File: src/design/gmc_pkg.sv
// ----------------------------------------------------------------------------
// gmc_pkg
// Shared types and constants for the gate motor controller.
// ----------------------------------------------------------------------------
package gmc_pkg;

  localparam int unsigned TravelW = 12;
  localparam int unsigned DwellW  = 9;
  localparam int unsigned PeriodW = 8;
  localparam int unsigned AddrW   = 4;
  localparam int unsigned DataW   = 32;

  localparam logic [TravelW-1:0] TravelMax     = '1;
  localparam logic [DwellW-1:0]  DwellMax      = '1;
  localparam logic [TravelW-1:0] TravelLimRst  = 12'd3600;
  localparam logic [PeriodW-1:0] EmgPeriodRst  = 8'd150;
  localparam logic [PeriodW-1:0] BlinkHalfRst  = 8'd50;

  typedef enum logic [2:0] {
    MODE_INIT      = 3'd0,
    MODE_OPENING   = 3'd1,
    MODE_CLOSING   = 3'd2,
    MODE_CLOSED    = 3'd3,
    MODE_OPEN      = 3'd4,
    MODE_EMERGENCY = 3'd5,
    MODE_ERROR     = 3'd6,
    MODE_WAITING   = 3'd7
  } mode_e;

  typedef enum logic [1:0] {
    REG_TRAVEL_LIMIT = 2'd0,
    REG_EMG_PERIOD   = 2'd1,
    REG_BLINK_HALF   = 2'd2,
    REG_UNUSED       = 2'd3
  } reg_idx_e;

  typedef struct packed {
    logic [TravelW-1:0] travel_limit;
    logic [PeriodW-1:0] emergency_check_period;
    logic [PeriodW-1:0] error_blink_half;
  } cfg_t;

  typedef struct packed {
    logic limit_open;
    logic limit_closed;
    logic cmd_open;
    logic cmd_close;
    logic beam_fault;
    logic timer_tick;
  } sample_t;

  typedef struct packed {
    logic  motor_open;
    logic  motor_close;
    logic  led_moving;
    logic  led_alarm;
    mode_e mode;
  } result_t;

endpackage

File: src/design/gmc_fsm.sv
// ----------------------------------------------------------------------------
// gmc_fsm
// Gate mode state machine: travel timer, dwell counter and result decode.
// ----------------------------------------------------------------------------
module gmc_fsm
  import gmc_pkg::*;
(
  input  logic    clk_i,
  input  logic    rst_ni,
  input  logic    accept_i,
  input  sample_t sample_i,
  input  cfg_t    cfg_i,
  output result_t result_o
);

  mode_e              mode_q, mode_d;
  mode_e              prev_q, prev_d;
  logic [TravelW-1:0] travel_q, travel_d;
  logic [DwellW-1:0]  dwell_q, dwell_d;

  logic               moving;
  logic [TravelW-1:0] travel_base;
  logic [DwellW-1:0]  dwell_inc;
  logic               enter;
  mode_e              target;
  logic               timeout;
  logic               both_lim;

  always_comb begin
    moving      = (mode_q == MODE_OPENING) || (mode_q == MODE_CLOSING);
    travel_base = (sample_i.cmd_open || sample_i.cmd_close) ? '0 : travel_q;
    travel_d    = travel_q;
    if (sample_i.timer_tick) begin
      if (moving) begin
        travel_d = (travel_base != TravelMax) ? travel_base + 1'b1 : travel_base;
      end else begin
        travel_d = '0;
      end
    end
    timeout   = travel_d >= cfg_i.travel_limit;
    both_lim  = sample_i.limit_open && sample_i.limit_closed;
    dwell_inc = (dwell_q != DwellMax) ? dwell_q + 1'b1 : dwell_q;

    enter   = 1'b0;
    target  = mode_q;
    dwell_d = dwell_q;
    unique case (mode_q)
      MODE_INIT, MODE_CLOSED, MODE_OPEN: begin
        enter  = 1'b1;
        target = MODE_WAITING;
      end
      MODE_WAITING: begin
        if (both_lim) begin
          enter = 1'b1; target = MODE_ERROR;
        end else if (!sample_i.limit_open && !sample_i.limit_closed &&
                     !sample_i.beam_fault) begin
          enter = 1'b1; target = MODE_CLOSING;
        end else if (sample_i.cmd_open && !sample_i.beam_fault) begin
          enter = 1'b1; target = MODE_OPENING;
        end else if (sample_i.cmd_close && !sample_i.beam_fault) begin
          enter = 1'b1; target = MODE_CLOSING;
        end else if (sample_i.beam_fault &&
                     (sample_i.limit_open || sample_i.limit_closed)) begin
          enter = 1'b1; target = MODE_ERROR;
        end
      end
      MODE_OPENING: begin
        if (both_lim) begin
          enter = 1'b1; target = MODE_ERROR;
        end else if (sample_i.limit_open) begin
          enter = 1'b1; target = MODE_OPEN;
        end else if (sample_i.beam_fault) begin
          enter = 1'b1; target = MODE_EMERGENCY;
        end else if (sample_i.cmd_close) begin
          enter = 1'b1; target = MODE_CLOSING;
        end else if (timeout) begin
          enter = 1'b1; target = MODE_ERROR;
        end
      end
      MODE_CLOSING: begin
        if (both_lim) begin
          enter = 1'b1; target = MODE_ERROR;
        end else if (sample_i.limit_closed) begin
          enter = 1'b1; target = MODE_CLOSED;
        end else if (sample_i.beam_fault) begin
          enter = 1'b1; target = MODE_EMERGENCY;
        end else if (sample_i.cmd_open) begin
          enter = 1'b1; target = MODE_OPENING;
        end else if (timeout) begin
          enter = 1'b1; target = MODE_ERROR;
        end
      end
      MODE_EMERGENCY: begin
        dwell_d = dwell_inc;
        if (dwell_inc >= {1'b0, cfg_i.emergency_check_period}) begin
          if (!sample_i.beam_fault) begin
            enter = 1'b1; target = prev_q;
          end else begin
            dwell_d = '0;
          end
        end
      end
      MODE_ERROR: begin
        dwell_d = dwell_inc;
        if (dwell_inc >= {cfg_i.error_blink_half, 1'b0}) begin
          enter = 1'b1; target = MODE_WAITING;
        end
      end
    endcase

    mode_d = mode_q;
    prev_d = prev_q;
    if (enter) begin
      prev_d  = mode_q;
      mode_d  = target;
      dwell_d = '0;
    end

    result_o = '{motor_open: 1'b0, motor_close: 1'b0, led_moving: 1'b0,
                 led_alarm: 1'b0, mode: mode_d};
    case (mode_d)
      MODE_OPENING: begin
        result_o.motor_open = 1'b1;
        result_o.led_moving = 1'b1;
      end
      MODE_CLOSING: begin
        result_o.motor_close = 1'b1;
        result_o.led_moving  = 1'b1;
      end
      MODE_EMERGENCY: result_o.led_alarm = 1'b1;
      MODE_ERROR:     result_o.led_alarm = dwell_d < {1'b0, cfg_i.error_blink_half};
      default: ;
    endcase
  end

  always_ff @(posedge clk_i or negedge rst_ni) begin
    if (!rst_ni) begin
      mode_q   <= MODE_INIT;
      prev_q   <= MODE_INIT;
      travel_q <= '0;
      dwell_q  <= '0;
    end else if (accept_i) begin
      mode_q   <= mode_d;
      prev_q   <= prev_d;
      travel_q <= travel_d;
      dwell_q  <= dwell_d;
    end
  end

endmodule

File: src/design/gate_motor_controller.sv
// ----------------------------------------------------------------------------
// gate_motor_controller
// Motorized gate controller with limit, timeout and photocell handling.
// ----------------------------------------------------------------------------
// One sample item is taken per clock unless stalled and gives one result
// item, the drives and LEDs of the mode after that sample. The mode update
// is a single pass of next-state logic from the state registers into the
// result register; a two-entry output buffer (result register plus skid
// register) lets the input keep flowing while one result waits, so the
// input stalls only once both entries are full. Registers: travel_limit at
// 0x0, emergency_check_period at 0x4, error_blink_half at 0x8.
module gate_motor_controller
  import gmc_pkg::*;
(
  input  logic             clk_i,
  input  logic             rst_ni,
  input  logic             psel,
  input  logic             penable,
  input  logic             pwrite,
  input  logic [AddrW-1:0] paddr,
  input  logic [DataW-1:0] pwdata,
  output logic [DataW-1:0] prdata,
  output logic             pready,
  input  logic             in_valid_i,
  output logic             in_stall_o,
  input  logic             limit_open_i,
  input  logic             limit_closed_i,
  input  logic             cmd_open_i,
  input  logic             cmd_close_i,
  input  logic             beam_fault_i,
  input  logic             timer_tick_i,
  output logic             out_valid_o,
  input  logic             out_stall_i,
  output logic             motor_open_o,
  output logic             motor_close_o,
  output logic             led_moving_o,
  output logic             led_alarm_o,
  output logic [2:0]       mode_o
);

  cfg_t     cfg_q;
  reg_idx_e reg_idx;
  logic     cfg_wr;
  sample_t  sample;
  result_t  result;
  logic     accept;
  logic     out_pop;
  logic     out_valid_q, skid_valid_q;
  result_t  out_q, skid_q;

  // configuration port
  assign pready  = 1'b1;
  assign reg_idx = reg_idx_e'(paddr[3:2]);
  assign cfg_wr  = psel && penable && pwrite;

  always_comb begin
    unique case (reg_idx)
      REG_TRAVEL_LIMIT: prdata = DataW'(cfg_q.travel_limit);
      REG_EMG_PERIOD:   prdata = DataW'(cfg_q.emergency_check_period);
      REG_BLINK_HALF:   prdata = DataW'(cfg_q.error_blink_half);
      default:          prdata = '0;
    endcase
  end

  always_ff @(posedge clk_i or negedge rst_ni) begin
    if (!rst_ni) begin
      cfg_q.travel_limit           <= TravelLimRst;
      cfg_q.emergency_check_period <= EmgPeriodRst;
      cfg_q.error_blink_half       <= BlinkHalfRst;
    end else if (cfg_wr) begin
      unique case (reg_idx)
        REG_TRAVEL_LIMIT: cfg_q.travel_limit           <= pwdata[TravelW-1:0];
        REG_EMG_PERIOD:   cfg_q.emergency_check_period <= pwdata[PeriodW-1:0];
        REG_BLINK_HALF:   cfg_q.error_blink_half       <= pwdata[PeriodW-1:0];
        default: ;
      endcase
    end
  end

  // item handshake
  assign in_stall_o = skid_valid_q;
  assign accept     = in_valid_i && !skid_valid_q;
  assign out_pop    = out_valid_q && !out_stall_i;

  assign sample = '{limit_open: limit_open_i, limit_closed: limit_closed_i,
                    cmd_open: cmd_open_i, cmd_close: cmd_close_i,
                    beam_fault: beam_fault_i, timer_tick: timer_tick_i};

  gmc_fsm u_fsm (
    .clk_i    (clk_i),
    .rst_ni   (rst_ni),
    .accept_i (accept),
    .sample_i (sample),
    .cfg_i    (cfg_q),
    .result_o (result)
  );

  always_ff @(posedge clk_i or negedge rst_ni) begin
    if (!rst_ni) begin
      out_valid_q  <= 1'b0;
      skid_valid_q <= 1'b0;
    end else if (skid_valid_q) begin
      if (out_pop) begin
        skid_valid_q <= 1'b0;
      end
    end else if (accept) begin
      if (!out_valid_q || out_pop) begin
        out_valid_q <= 1'b1;
      end else begin
        skid_valid_q <= 1'b1;
      end
    end else if (out_pop) begin
      out_valid_q <= 1'b0;
    end
  end

  always_ff @(posedge clk_i) begin
    if (skid_valid_q) begin
      if (out_pop) begin
        out_q <= skid_q;
      end
    end else if (accept) begin
      if (!out_valid_q || out_pop) begin
        out_q <= result;
      end else begin
        skid_q <= result;
      end
    end
  end

  assign out_valid_o   = out_valid_q;
  assign motor_open_o  = out_q.motor_open;
  assign motor_close_o = out_q.motor_close;
  assign led_moving_o  = out_q.led_moving;
  assign led_alarm_o   = out_q.led_alarm;
  assign mode_o        = out_q.mode;

endmodule

File: config.mk
export PLATFORM = sky130hd
export DESIGN_NAME = gate_motor_controller
export DESIGN_NICKNAME = d
export VERILOG_FILES = /design/src/design/gmc_pkg.sv /design/src/design/gmc_fsm.sv /design/src/design/gate_motor_controller.sv
export SDC_FILE = /design/constraint.sdc
export NUM_CORES = 1
export LEC_CHECK = 0
export ABC_CLOCK_PERIOD_IN_PS = 9910
export BUFFER_PORTS_ARGS = -buffer_cell sky130_fd_sc_hd__buf_2
export CORE_ASPECT_RATIO = 0.9
export CORE_MARGIN = 5
export CORE_UTILIZATION = 60
export DETAILED_ROUTE_END_ITERATION = 10
export MAX_ROUTING_LAYER = met4
export PLACE_DENSITY = 0.81
export SYNTH_ARGS = -nofsm -noshare
export SYNTH_HDL_FRONTEND = slang
export SYNTH_SLANG_ARGS = --single-unit
File: constraint.sdc
create_clock -name clk_i -period 9.91 [get_ports clk_i]
set_input_delay 0.991 -clock clk_i [delete_from_list [all_inputs] [get_ports clk_i]]
set_output_delay 0.991 -clock clk_i [all_outputs]
set_load 0.02 [all_outputs]
==> metrics, run 1 <==
outcome completed; # setup viols final 0; DRC 0; area leader, netlist dfrtp_1; Worst Path Required 10090 ps; Post CTS Setup Buffer Count 0; Setup WS pre-CTS 2770 ps; clk_skew 15.7 ps; CTS sink cnt 71; post-placement cell count 743; largest cells by area after synthesis dfrtp_1, ha_1, edfxtp_1, dfstp_2, o21ai_0; post-route setup slack 2870 ps; fmax 0.142 GHz; via count 4669; IO Count 91; Final Critical Period 7040 ps; worst reg2reg path endpoint led_alarm_o; DIE HEIGHT 99.5 µm; H-tree depth 3; ys flop type dfrtp_1; CP Launch Type primary input; unrepaired setup endpoints after global routing no; Diodes inserted 0; Die Wd 109 µm; hold_sp u_fsm.prev_q[0]; Post-synth EDFFs 14; CP Capture Type flip-flop; Yosys top cell area share 21.5%; fin area 5770 µm²; maximum number of pins on one net before global-route repair 58; switching fraction of total power 42.0%; Worst-Margin Slew 819 ps; Psw 522 µW; Synth Instances 599; Final period util 71.0%; vias per inst 6.15; Clk pwr share 21.3%; Pre-Repair DR Iteration Count 5; worst hold path type reg2reg; WP data arrival 7220 ps; die area 10900 µm²; P per Cell Area 215 nW/µm²; Gate power share 42.4%; worst r2r src u_fsm.travel_q[0]; sequential fraction of the synthesis area 34.8%; Crit Path Class in2reg; YS warnings 0; Max FO, Critical Path 16; total core area 8650 µm²; Seq pwr share 36.3%; Post-Route Utilization 66.7%; Starting Density 61.8%; first-pass GRT wire length 21800 µm; Tot GR Track Use 25.7%; Post-DP HPWL 9510 µm; Worst-Skew Late Latency 370 ps; port bufs 47; hold path depth 1; hold buffer count at CTS 0; initial antenna violation count 0; Yosys cell types 76; Clk pin slew, worst setup/hold paths 80 ps; CTS tree done; Non-Filler Instances 759; Pins Over Slew Limit 0; Pint 720 µW; synthesized area 5350 µm²; routed len/inst 17.3 µm; clock root buffer clkbuf_8; worst reg2reg path depth 25; Setup TNS 0 ps; CTS max path bufs 2; Final Hold Vio Count 0; std cell rows 32; R2R setup slack 3780 ps; Max-Cap Viols 0; CTS Buf Count 9; Max VDD drop 0.000150 V; number of global-route vias before repair 4525; DRT iter0 DRCs 253; final WL 13100 µm; DP Area 5550 µm²; area grow syn2layout 7.94%; Seq cells post-synth 71; syn_area_per_cell 8.92 µm²; Final ANT Viol Nets 0; Overflow after GRT 0; CP Launch Point cmd_close_i; hold endpoint u_fsm.prev_q[0]; share of layout cells above drive strength 1 18.6%; commonest non-fill, non-tap cells in the layout nand2_1, o21ai_0, buf_2; asr flop ratio synth 80.3%; post-CTS resize count 0; most common cell after layout, fill and taps aside nand2_1; Max-slew headroom 44.8%; nets 721; leakage 0.00259 µW; RePlAce Congestion 0.944
-- synth_stat cells (12+ instances only) --
cell / instances
o31ai_1: 12
nor3_1: 15
a21oi_1: 26
o21ai_0: 56
dfrtp_1: 46
nor2_1: 34
nand3_1: 17
clkbuf_1: 15
nand2_1: 67
ha_1: 37
edfxtp_1: 14
buf_4: 21
inv_1: 42
mux2_2: 19
-- power groups by stage --
stage	Combinational (µW)	Sequential, µW	Clock (µW)
2_1_floorplan	401	440	0
3_3_place_gp	493	448	0
3_5_place_dp	514	453	0
4_1_cts	521	448	267
5_1_grt	590	459	280
6_report	527	450	265
-- worst max-delay path, cell delays in order --
cell,delay (ps)
buf_2,170
nor2_1,430
nand2_1,220
inv_1,90
ha_1,160
nor3b_1,310
nand4_1,240
o21ai_1,450
xnor2_1,170
and2_1,160
a21oi_1,40
o2bb2ai_1,240
ha_1,300
a211o_1,260
a31oi_1,160
o221ai_1,220
a21oi_1,380
o2111ai_4,350
a21oi_2,280
ha_1,280
a21oi_1,140
nor2b_1,50
o21ai_0,140
a21oi_1,100
a211oi_1,340
o2111ai_2,210
a311oi_2,320
-- cell type report --
class                   count  area [µm²]
fillers                   699        2880
inverters                  43         161
clock inverters             7        95.1
flip-flops and latches     71        1860
clock buffers               9         124
well taps                 119         149
multi-input cells         458        3110
repair buffers             52         273
-- per-layer routing --
layer  global-route usage, %  part of all wire, %  up-vias
li1                        -                    -     2218
met1                    33.9                   44     2212
met2                    40.1                   47      206
met3                    3.83                  6.7       33
met4                    9.40                  2.2        0
met5                       -                    0        -
-- per-stage QoR --
stage / power [µW] / hold slack, ps
2_1_floorplan: 841 / 459
3_3_place_gp: 942 / 473
3_5_place_dp: 967 / 486
4_1_cts: 1240 / 512
5_1_grt: 1330 / 538
6_report: 1240 / 511
-- registers in the layout, summed over array words and instances, names as in the netlist, 3 cells and up --
register,flops
cfg_q,28
mode_o,3
skid_q,7
u_fsm.dwell_q,9
u_fsm.mode_q,3
u_fsm.prev_q,3
u_fsm.travel_q,12
-- worst max path at each step --
stage                       end  slack [ps]  cells past startpoint
CTS                 led_alarm_o        3020                     27
detailed placement  led_alarm_o        2770                     27
global route        led_alarm_o        2480                     27
global placement    led_alarm_o        2880                     27
finish              led_alarm_o        2870                     27
floorplan           led_alarm_o        3800                     28
-- logic make-up after synthesis --
family,share of synthesized area [%]
AO/OA/AOI/OAI,21.3
multiplexers,6.74
XOR/XNOR,1.31
adder cells (fa/ha/maj),8.66
buffers and inverters,8.40
AND/OR/NAND/NOR,18.6
other,0.141
flip-flops,34.8
(Power assumes the default switching activity.)
==> run 2, diff against run 1 <==
Settings changed: ABC_AREA from default to 1, ABC_CLOCK_PERIOD_IN_PS 9910 to 5900, CORE_UTILIZATION 60 to 52, PLACE_DENSITY 0.81 to 0.75.
Clock period 9.91 ns to 5.9 ns, I/O delays scaled along.
==> metrics, run 2 <==
switching fraction of total power 46.3%; syn_area_per_cell 7.22 µm²; Post-synth EDFFs 14; via count 4796; Overflow after GRT 0; CTS Buf Count 9; Max VDD drop 0.000218 V; synthesized area 5230 µm²; asr flop ratio synth 80.3%; H-tree depth 3; Crit Path Class in2reg; Top Registers cfg_q x28, u_fsm.travel_q x12, u_fsm.dwell_q x9; CTS max path bufs 2; Max-Cap Viols 0; Pint 1130 µW; die area 12200 µm²; WP data arrival 5530 ps; first-pass GRT wire length 21500 µm; Tot GR Track Use 22.4%; Final period util 89.8%; leakage 0.00295 µW; worst r2r src u_fsm.travel_q[0]; Pre-Repair DR Iteration Count 4; Die Wd 116 µm; Synth Instances 724; R2R setup slack 770 ps; Clk pwr share 17.5%; max reg flops 28; area grow syn2layout 9.14%; initial antenna violation count 0; commonest cells in the netlist nand2_1, inv_1, o21ai_0; Worst Setup EP led_alarm_o; P per Cell Area 368 nW/µm²; Yosys top cell area share 22.0%; worst hold path type in2async; Worst-Margin Slew 810 ps; Clk pin slew, worst setup/hold paths 80 ps; Top reg by flops cfg_q; ys flop type dfrtp_1; Starting Density 53.7%; Diodes inserted 0; Max FO, Critical Path 7; CP Launch Point cmd_open_i; worst reg2reg path depth 36; Final Hold Vio Count 0; total core area 9740 µm²; port bufs 47; std cell rows 34; WP buf/inv 7; Worst-Skew Late Latency 360 ps; commonest non-fill, non-tap cells in the layout nand2_1, inv_1, o21ai_0; CTS tree done; fill count 896; maximum number of pins on one net before global-route repair 58; clock root buffer clkbuf_8; DRT iter0 DRCs 237; nets 857; Multi-input gate area 2790 µm²; area leader, netlist dfrtp_1; DRC 0; WP depth 38; Yosys cell types 47; Worst Path Required 6130 ps; fmax 0.189 GHz; number of global-route vias before repair 4696; largest cells by area after synthesis dfrtp_1, nand2_1, ha_1, edfxtp_1, inv_1; Pins Over Slew Limit 0; CP Launch Type primary input; DP Area 5520 µm²; Seq pwr share 35.2%; Slowest-stage cell, CP ha_1; CTS sink cnt 71; most common cell after layout, fill and taps aside nand2_1; YS warnings 0; Post-DP HPWL 9650 µm; Max-slew headroom 45.8%; Post CTS Setup Buffer Count 0; Psw 973 µW; worst reg2reg path endpoint led_alarm_o; Final ANT Viol Nets 0; Setup WS pre-CTS 207 ps; Gate power share 47.3%; post-route setup slack 599 ps; # setup viols final 0; vias per inst 5.32; Reg area 1860 µm²; RePlAce Congestion 0.916; gate family responsible for the most delay along the worst path simple AND/OR/NAND/NOR gates; final WL 12800 µm; CP most frequent cell nand2_1; fin area 5710 µm²; sequential fraction of the synthesis area 35.6%; CP Capture Type flip-flop; DIE HEIGHT 105 µm; Largest stage delay, worst path 300 ps; hold buffer count at CTS 0; IO Count 91; outcome completed; Final Critical Period 5300 ps; share of layout cells above drive strength 1 14.8%; most frequent cell after synthesis nand2_1; routed len/inst 14.2 µm; clk_skew 8.38 ps; Seq cells post-synth 71
## run 2: repair_timing
action,4_1_cts,5_1_grt
resized for setup,0,4
hold endpoints to repair,0,0
endpoints found under the setup margin,0,2
## run 2: metrics by stage
step,total power [µW],util (%),instances,hold slack (ps),setup TNS (ps)
after floorplan,1460,-,743,294,0
after global placement,1690,56.7,886,468,0
after detailed placement,1730,56.7,886,474,0
after CTS,2100,58.4,902,396,0
after global routing,2270,58.6,902,429,-1.87
final,2100,58.6,902,356,0
## run 2: area by class of cell
type | count | share of cell area (%)
multi-input combinational | 517 | 48.9
sequential | 71 | 32.6
inverter | 119 | 7.83
timing repair buffer | 53 | 4.91
tap | 126 | 2.76
clock buffer | 10 | 2.24
clock inverter | 6 | 0.768
## run 2: how the worst min path moves through the flow
stage               startpoint           endpoint  slack, ps  depth (start not counted)
floorplan               rst_ni           cfg_q[0]        290                          0
global placement     cfg_q[14]          cfg_q[14]        470                          2
detailed placement   cfg_q[22]          cfg_q[22]        470                          2
CTS                     rst_ni  u_fsm.travel_q[1]        400                          2
global route            rst_ni   u_fsm.dwell_q[7]        430                          2
finish                  rst_ni   u_fsm.dwell_q[7]        360                          2
## run 2: power by group through the flow
stage / Combinational, µW / Sequential, µW / Clock [µW]
5_1_grt: 1110 / 757 / 398
4_1_cts: 982 / 741 / 377
3_5_place_dp: 978 / 750 / 0
2_1_floorplan: 691 / 768 / 0
6_report: 995 / 740 / 367
3_3_place_gp: 947 / 747 / 0
## run 2: metal layers
layer	track usage, %	share of wire, %
met1	28.5	44
met5	-	0
met2	36.3	48
met4	8.20	2.1
met3	3.41	5.5
## run 2: kinds of logic after synthesis
kind of cell               after synthesis  synth area share, %
other                                    2                0.144
xor gates and xnor gates                 8                 1.48
buffers and inverters                  155                 12.7
adders and majority gates               37                 8.86
AOI/OAI and AO/OA                      136                 14.5
DFF                                     71                 35.6
and+or+nand+nor                        315                 26.8
==> run 3, diff against run 2 <==
Settings changed: CORE_MARGIN 5 to 2, CORE_UTILIZATION 52 to 40, PLACE_DENSITY 0.75 to 0.6.
==> metrics, run 3 (same netlist as run 2, synthesis figures left out) <==
share of layout cells above drive strength 1 14.8%; Max-slew headroom 20.4%; Final Critical Period 5360 ps; Setup WS pre-CTS 338 ps; CTS Buf Count 9; Max-Cap Viols 0; Worst-Margin Slew 1190 ps; worst reg2reg path endpoint led_alarm_o; CP Launch Point cmd_close_i; Clk pin slew, worst setup/hold paths 60 ps; hold buffer count at CTS 0; most common cell after layout, fill and taps aside nand2_1; leakage 0.00304 µW; number of global-route vias before repair 4489; Setup TNS 0 ps; gate family responsible for the most delay along the worst path simple AND/OR/NAND/NOR gates; IO Count 91; total core area 12700 µm²; CTS tree done; Crit Path Class in2reg; Max VDD drop 0.000168 V; Tot Pwr 2340 µW; WP data arrival 5560 ps; DIE HEIGHT 112 µm; CTS sink cnt 71; Overflow after GRT 0; max reg flops 28; area grow syn2layout 13.3%; worst r2r src u_fsm.travel_q[0]; die area 14000 µm²; Starting Density 41.0%; clk_skew 4.47 ps; maximum number of pins on one net before global-route repair 58; Final Hold Vio Count 0; initial antenna violation count 0; Worst-Skew Late Latency 330 ps; vias per inst 5.11; post-CTS resize count 0; worst reg2reg path depth 35; fmax 0.187 GHz; Final ANT Viol Nets 0; Slowest-stage cell, CP ha_1; std cell rows 39; outcome completed; first-pass GRT wire length 21800 µm; Top Registers cfg_q x28, u_fsm.travel_q x12, u_fsm.dwell_q x9; DRT iter0 DRCs 297; Final period util 90.8%; Diodes inserted 0; CP Capture Type flip-flop; Post-Route Utilization 46.5%; DRC 0; Max FO, Critical Path 7; nets 860; R2R setup slack 770 ps; H-tree depth 3; WP buf/inv 5; Top reg by flops cfg_q; Worst Path Required 6110 ps; via count 4815; Die Wd 125 µm; commonest non-fill, non-tap cells in the layout nand2_1, inv_1, o21ai_0; CP most frequent cell nand2_1; CP Launch Type primary input; # setup viols final 0; P per Cell Area 395 nW/µm²; routed len/inst 13.8 µm; Largest stage delay, worst path 310 ps; worst hold path type in2async; clock root buffer clkbuf_16; RePlAce Congestion 0.867; Tot GR Track Use 19.5%; CTS max path bufs 2; Post CTS Setup Buffer Count 0; fill count 1277; Post-DP HPWL 9860 µm; final WL 13000 µm; unrepaired setup endpoints after global routing no; Pre-Repair DR Iteration Count 5; post-route setup slack 543 ps; port bufs 47; Pins Over Slew Limit 0
run 3: changes by cell type in the layout (fill, tap and decap cells not counted), sizes merged:
cell,delta
inv,-1
clkinvlp,-1
bufinv,+2
buf,+3
run 3: final cells by class:
| cell class | count | area, µm² | area share (%) |
|---|---|---|---|
| clock buffers | 10 | 239 | 4.04 |
| clock inverters | 6 | 91.3 | 1.54 |
| inverters | 119 | 447 | 7.54 |
| multi-input cells | 517 | 2780 | 46.9 |
| well taps | 164 | 205 | 3.47 |
| repair buffers | 56 | 303 | 5.11 |
| flip-flops and latches | 71 | 1860 | 31.4 |
run 3: per-layer routing:
layer	part of all wire [%]	global-route usage (%)
met2	47	32.0
met4	1.7	5.24
met1	46	25.2
met5	0	-
met3	4.9	3.38
run 3: metrics by stage:
| stage | hold slack, ps | instance area, µm² | std cells |
|---|---|---|---|
| 5_1_grt | 483 | 5920 | 943 |
| 3_5_place_dp | 474 | 5590 | 927 |
| 6_report | 414 | 5920 | 943 |
| 2_1_floorplan | 294 | 5300 | 743 |
| 4_1_cts | 450 | 5920 | 943 |
| 3_3_place_gp | 470 | 5590 | 927 |
run 3: worst max-delay path by stage:
| stage | to | cells past startpoint |
|---|---|---|
| global placement | led_alarm_o | 39 |
| global route | led_alarm_o | 39 |
| CTS | led_alarm_o | 37 |
| detailed placement | led_alarm_o | 37 |
| finish | led_alarm_o | 37 |
| floorplan | led_alarm_o | 38 |
run 3: power breakdown:
group          internal, µW  switching (µW)  total, µW  leakage [µW]
Combinational           308             679        986       0.00203
Sequential              664            80.6        744      0.000849
Clock                   384             222        607      0.000160
